`config.mk`:
```
export PLATFORM = sky130hd
export DESIGN_NAME = lde_cfg_regs
export DESIGN_NICKNAME = d
export VERILOG_FILES = /design/src/lens_distort_project_unit_macros.svh /design/src/lde_pkg.sv /design/src/lde_cfg_regs.sv
export SDC_FILE = /design/constraint.sdc
export NUM_CORES = 1
export LEC_CHECK = 0
export ABC_AREA = 1
export BUFFER_PORTS_ARGS = -buffer_cell sky130_fd_sc_hd__buf_2
export CORE_UTILIZATION = 46
export CTS_CLUSTER_DIAMETER = 100
export CTS_CLUSTER_SIZE = 25
export DETAILED_ROUTE_END_ITERATION = 10
export GPL_TIMING_DRIVEN = 0
export HOLD_SLACK_MARGIN = 0.1
export PLACE_DENSITY = 0.73
export RECOVER_POWER = 25
export SYNTH_ARGS = -nofsm -noshare
export SYNTH_HDL_FRONTEND = slang
export SYNTH_SLANG_ARGS = --single-unit
```
`constraint.sdc`:
```
create_clock -name clk -period 1.3 [get_ports clk]
set_input_delay 0.39 -clock clk [delete_from_list [all_inputs] [get_ports clk]]
set_output_delay 0.39 -clock clk [all_outputs]
set_load 0.05 [all_outputs]
```
`src/lens_distort_project_unit_macros.svh`:
```
// Assertion macros shared by the lens projection RTL.
// Define ASSERT_OFF to compile every check away.
`ifndef LENS_DISTORT_PROJECT_UNIT_MACROS_SVH
`define LENS_DISTORT_PROJECT_UNIT_MACROS_SVH

`ifndef ASSERT_OFF

// clocked check, quiet while reset is held
`define LDE_ASSERT(lbl, prop) \
  lbl: assert property (@(posedge clk) disable iff (!rst_n) prop) \
    else $error("lens projection check failed");

// clocked check that also runs through reset
`define LDE_ASSERT_RST(lbl, prop) \
  lbl: assert property (@(posedge clk) prop) \
    else $error("lens projection reset check failed");

`else

`define LDE_ASSERT(lbl, prop)
`define LDE_ASSERT_RST(lbl, prop)

`endif

`endif

```
`src/lde_pkg.sv`:
```
package lde_pkg;

  // fixed point layout
  localparam int ACC_W     = 64;
  localparam int FIELD_W   = 32;
  localparam int FRAC_NORM = 28;
  localparam int FRAC_PIX  = 16;

  // latency of one rounded, saturated product
  localparam int MUL_LAT = 5;

  localparam int COORD_WIDTH_DEF = 32;

  localparam int CFG_IDX_W  = 3;
  localparam int CFG_DATA_W = 64;

  localparam logic signed [ACC_W-1:0] ONE_Q28 = 64'sd268435456;

  // register map
  typedef enum logic [CFG_IDX_W-1:0] {
    REG_FOCAL    = 3'd0,
    REG_PRINCIPAL = 3'd1,
    REG_SKEW     = 3'd2,
    REG_K1K2     = 3'd3,
    REG_K3       = 3'd4,
    REG_P1P2     = 3'd5,
    REG_SCALE    = 3'd6
  } cfg_reg_t;

  // coefficient set handed to the datapath
  typedef struct packed {
    logic        [FIELD_W-1:0] fx;
    logic        [FIELD_W-1:0] fy;
    logic signed [FIELD_W-1:0] cx;
    logic signed [FIELD_W-1:0] cy;
    logic signed [FIELD_W-1:0] sk;
    logic signed [FIELD_W-1:0] k1;
    logic signed [FIELD_W-1:0] k2;
    logic signed [FIELD_W-1:0] k3;
    logic signed [FIELD_W-1:0] p1;
    logic signed [FIELD_W-1:0] p2;
    logic        [FIELD_W-1:0] sr;
  } coef_t;

  // signed add clipped to the 64-bit range
  function automatic logic signed [ACC_W-1:0] sat_add(input logic signed [ACC_W-1:0] a,
                                                     input logic signed [ACC_W-1:0] b);
    logic signed [ACC_W:0]   s;
    logic signed [ACC_W-1:0] r;
    s = (ACC_W+1)'(a) + (ACC_W+1)'(b);
    if (s[ACC_W] != s[ACC_W-1]) begin
      r = s[ACC_W] ? {1'b1, {(ACC_W-1){1'b0}}} : {1'b0, {(ACC_W-1){1'b1}}};
    end else begin
      r = s[ACC_W-1:0];
    end
    return r;
  endfunction

endpackage

```
`src/lde_cfg_regs.sv`:
```
// Coefficient register file; writes to unknown indexes are dropped.
module lde_cfg_regs (
  input  logic                             clk,
  input  logic                             rst_n,
  input  logic                             wr_en_i,
  input  logic [lde_pkg::CFG_IDX_W-1:0]    idx_i,
  input  logic [lde_pkg::CFG_DATA_W-1:0]   data_i,
  output lde_pkg::coef_t                   coef_o
);

  localparam int FW = lde_pkg::FIELD_W;

  logic [2*FW-1:0] focal_r, focal_nxt;
  logic [2*FW-1:0] pp_r, pp_nxt;
  logic [FW-1:0]   skew_r, skew_nxt;
  logic [2*FW-1:0] k12_r, k12_nxt;
  logic [FW-1:0]   k3_r, k3_nxt;
  logic [2*FW-1:0] p12_r, p12_nxt;
  logic [FW-1:0]   sr_r, sr_nxt;

  // register write decode
  always_comb begin
    focal_nxt = focal_r;
    pp_nxt    = pp_r;
    skew_nxt  = skew_r;
    k12_nxt   = k12_r;
    k3_nxt    = k3_r;
    p12_nxt   = p12_r;
    sr_nxt    = sr_r;
    if (wr_en_i) begin
      unique case (lde_pkg::cfg_reg_t'(idx_i))
        lde_pkg::REG_FOCAL:     focal_nxt = data_i;
        lde_pkg::REG_PRINCIPAL: pp_nxt    = data_i;
        lde_pkg::REG_SKEW:      skew_nxt  = data_i[FW-1:0];
        lde_pkg::REG_K1K2:      k12_nxt   = data_i;
        lde_pkg::REG_K3:        k3_nxt    = data_i[FW-1:0];
        lde_pkg::REG_P1P2:      p12_nxt   = data_i;
        lde_pkg::REG_SCALE:     sr_nxt    = data_i[FW-1:0];
        default: ;
      endcase
    end
  end

  always_ff @(posedge clk) begin
    if (!rst_n) begin
      focal_r <= 64'h0001_0000_0001_0000;
      pp_r    <= '0;
      skew_r  <= '0;
      k12_r   <= '0;
      k3_r    <= '0;
      p12_r   <= '0;
      sr_r    <= 32'h0001_0000;
    end else begin
      focal_r <= focal_nxt;
      pp_r    <= pp_nxt;
      skew_r  <= skew_nxt;
      k12_r   <= k12_nxt;
      k3_r    <= k3_nxt;
      p12_r   <= p12_nxt;
      sr_r    <= sr_nxt;
    end
  end

  // unpack into coefficient fields
  always_comb begin
    coef_o.fx = focal_r[2*FW-1:FW];
    coef_o.fy = focal_r[FW-1:0];
    coef_o.cx = pp_r[2*FW-1:FW];
    coef_o.cy = pp_r[FW-1:0];
    coef_o.sk = skew_r;
    coef_o.k1 = k12_r[2*FW-1:FW];
    coef_o.k2 = k12_r[FW-1:0];
    coef_o.k3 = k3_r;
    coef_o.p1 = p12_r[2*FW-1:FW];
    coef_o.p2 = p12_r[FW-1:0];
    coef_o.sr = sr_r;
  end

endmodule

```
======== After elaboration in Yosys (flattened, before gate mapping) ========
Cells that the tools add are included.
storage, ports and cells
  input bits .............................. 70
  register bits after elaboration ......... 352
cells by class
  eq/ne operators ......................... 6
  reductions and logical operators ........ 8
operators with widths
  cell                                           count
  AND reduction 2 bit                            7
  == test 3 bit, second input constant           3
  == test 3 x 2 -> 1 bit, second input constant  2
  == test 3 x 1 -> 1 bit, second input constant  1
  zero test 3 bit                                1

======== Depth between registers and ports, before layout ========
  depth in word-level cells ............... 2
  mapped depth ............................ 7
  depth with buffers taken out ............ 5

======== Worst setup path after synthesis ========
No wires, ideal clock.
  path kind ............................... input -> register
  start point ............................. input port idx_i[0] (netlist bit)
  end point ............................... register k3_r[10]
  slack ................................... 15 ps
  library setup time ...................... 114 ps
  arrival time ............................ 1171 ps
  buffers on the path ..................... 2
  required time ........................... 1186 ps
  stages on the path ...................... 6
  cell sequence ........................... nor2_2 -> buf_4 -> clkbuf_1 -> nand3_1 -> nand2_1 -> nor2_1
on the way
  longest elaborated chain between the ends .. 2
ends and longest elaborated chain
  item                                  RTL line            source
  start: declaration                    lde_cfg_regs.sv:6   input logic [lde_pkg::CFG_IDX_W-1:0] idx_i,
  == test 3 bit                         lde_cfg_regs.sv:31  unique case (lde_pkg::cfg_reg_t'(idx_i))
  AND reduction 2 bit (no source line)  --
  end signal: assignment                lde_cfg_regs.sv:58  k3_r <= k3_nxt;
  end: declaration                      lde_cfg_regs.sv:17  logic [FW-1:0] k3_r, k3_nxt;
Every way passes these cells.
A chain may end at the register's enable or synchronous reset.

======== Final worst setup path ========
  start point ............................. register k12_r[0]
  end point ............................... output port coef_o[128] (netlist bit)
RTL lines
  item                      RTL line            source
  start: declaration        lde_cfg_regs.sv:16  logic [2*FW-1:0] k12_r, k12_nxt;
  start signal: assignment  lde_cfg_regs.sv:57  k12_r <= k12_nxt;
  end: declaration          lde_cfg_regs.sv:8   output lde_pkg::coef_t coef_o
No word-level cell between the ends.

==> impl_metrics.ini <==
[synthesis]
synthesis.nets = 2060
synthFlopType = dfxtp_1
synth_area_leaders = dfxtp_1, nor2_1, nand3_1, nand2_1, buf_2
syn_area_um2 = 13820
synth_async_sr_flop_share = 0
yosysWarnings = 0
synth_top_cell_by_area = dfxtp_1
ys_types = 14
netlist_instances = 1990
synth_seq_area_share = 0.5098
yosys_register_bits = 352
synth_edf_count = 0
yosysMostFrequentCell = nor2_1
syn_area_per_cell_um2 = 6.946
netlist.area_leader.share = 0.5098
synthTopCellsByCount = nor2_1, nand2_1, dfxtp_1, nand3_1, buf_2

[timing]
hold_viol = 0
tightestPinTransition_ns = 0.6236
timing.fmax_mhz = 681.2
max_slew_margin = 0.5843
hold_slack_ns = 0.2030
min_period_ns = 1.468
setup_violations = 393
grt_setup_unrepaired = true
setup_ws_ns = -0.1679
skew_ns = 0
min_period_over_period = 1.129
drv_slew = 0

[clocking]
h-tree-depth = 1
clk_pin_slew_ns = 0.11
clockRootBuffer = clkbuf_16
clk_latency_ns = 0.53
cts_sinks = 352
clockBufferDepth = 3
cts_tree = yes
cts_made_buffers = 18

[layout]
fin_cells = 2852
drive_above_1_share = 0.3888
final_util = 0.7137
stdcell_area_um2 = 21150
area_growth_pct = 53.04
nFillCells = 2206
multi_input_area_um2 = 5843
finalNetCount = 2529
seq_area_um2 = 7525

[die]
die_area_um2 = 30750
core-area_um2 = 29640
initial_utilization = 0.4664
die_y_um = 175.3
rows = 63
io_pins = 422
die_x_um = 175.3

[routing]
wl_per_cell_um = 19.41
drtIter0Drc = 1116
drc = 0
dr.pass1.iters = 8
dr_total_vias = 15280
via_per_inst = 5.359
final_antenna_net_count = 0
routed_wl_um = 55370

[placed_design]
placed_cells = 2800
gp_congestion = 0.8976
pre_cts_ws_ns = -0.9478
dpl-instance-area_um2 = 16410
dp_hpwl_um = 37080
port_buffers = 420

[global_routing]
grt_pass1_vias = 14520
grt_pass1_wl_um = 82030
grt.overflow.total = 0
grt_max_degree = 26
antenna_found_initial = 3
grt_usage = 0.3442

[setup_path]
path_depth = 1
crit_fanout = 2
cp-endpoint = coef_o[128]
r2r_cells = 4
r2r_slack_ns = 0.47
crit_required_ns = 0.91
cpMaxStageDelayCell = dfxtp_4
timing.rr.end = focal_r[35]$_SDFFE_PN0P_
rr_startpoint = focal_r[35]$_SDFFE_PN0P_
max_stage_delay_ns = 0.40
cp_num_buf_inv = 1
setup.worst_path.start_class = flop
arrival_ns = 1.08
crit_type = reg2out
startpoint = k12_r[0]$_SDFFE_PN0P_
cp_top_family = flip-flops
endpoint_kind = primary output
cp_cell_sequence = buf_12

[power]
ir_drop_mv = 0.8622
total_leakage_power_nw = 9.608
power_density_nw_per_um2 = 1069

[min_path]
hold_path_class = in2reg

[outcome]
status = finished, violations left
violations = negative setup slack

[job]
max_cap_viol_count = 0
[state kept, by name, summed over array words and instances (netlist names)]
| signal | cells |
|---|---|
| focal_r | 64 |
| k12_r | 64 |
| k3_r | 32 |
| p12_r | 64 |
| pp_r | 64 |
| skew_r | 32 |
| sr_r | 32 |
[metrics by stage]
stage | total power (W) | setup TNS, ns
after global placement | 0.01539 | -211.36
after CTS | 0.02238 | -46.88
final | 0.02262 | -46.98
after floorplan | 0.01430 | 0
after global routing | 0.02327 | -63.38
after detailed placement | 0.01544 | -215.03
[cell families (layout without fill, tap and decap cells)]
| kind of cell | count (synthesis) | after routing | synth area share |
|---|---|---|---|
| and+or+nand+nor | 1422 | 1422 | 0.4215 |
| DFF | 352 | 352 | 0.5098 |
| buffers and inverters | 215 | 684 | 0.06834 |
| AOI/OAI and AO/OA | 1 | 1 | 0.0003617 |
| other | 0 | 3 | 0 |
[layout by cell type, fill, tap and decap left out, types with 15 or more instances in the layout]
cell,count
buf_2,146
nand2_1,359
nor2_1,699
clkbuf_16,19
nand3_1,352
dfxtp_4,15
buf_8,330
clkbuf_2,31
buf_1,15
dfxtp_2,337
buf_6,20
buf_4,34
inv_1,67
[per-layer routing]
| metal | global-route usage | up-vias | wire length [µm] | part of all wire |
|---|---|---|---|---|
| met2 | 0.5789 | 845 | 26520 | 0.48 |
| met5 | 0 | - | 0 | 0 |
| met1 | 0.4062 | 7133 | 20510 | 0.37 |
| met3 | 0.07922 | 199 | 5221 | 0.094 |
| li1 | - | 7107 | - | - |
| met4 | 0.1870 | 0 | 3114 | 0.056 |
[area by class of cell]
| type | instances | area share |
|---|---|---|
| flip-flops and latches | 352 | 0.3557 |
| multi-input cells | 1423 | 0.2762 |
| repair buffers | 449 | 0.2737 |
| plain buffers | 145 | 0.03443 |
| well taps | 390 | 0.02307 |
| clock buffers | 19 | 0.02248 |
| inverters | 70 | 0.01254 |
| clock inverters | 1 | 0.001420 |
| diodes | 3 | 0.0003549 |
[worst min path at each step]
| stage | end | slack, ns | from | depth (start not counted) |
|---|---|---|---|---|
| floorplan | focal_r[16]$_SDFFE_PN1P_ | 0.50 | data_i[16] | 2 |
| global placement | focal_r[48]$_SDFFE_PN1P_ | 0.45 | focal_r[48]$_SDFFE_PN1P_ | 2 |
| detailed placement | p12_r[62]$_SDFFE_PN0P_ | 0.46 | p12_r[62]$_SDFFE_PN0P_ | 2 |
| CTS | focal_r[16]$_SDFFE_PN1P_ | 0.18 | data_i[16] | 3 |
| global route | focal_r[16]$_SDFFE_PN1P_ | 0.22 | data_i[16] | 3 |
| finish | focal_r[16]$_SDFFE_PN1P_ | 0.20 | data_i[16] | 3 |
[power breakdown]
group          leakage, nW  switching (W)  total, W  internal (W)
Combinational         6.34        0.00308   0.00472       0.00164
Sequential            3.03       0.000369    0.0116        0.0112
Clock                0.246        0.00365   0.00632       0.00267
[repair_timing]
action,in CTS,in global routing
hold endpoints to repair,1,0
endpoints found under the setup margin,604,437
resized for setup,1336,112
pin swaps,0,1
setup buffers,5,23
hold buffers,1,0
Note: power is estimated with default switching activity, not from simulation.
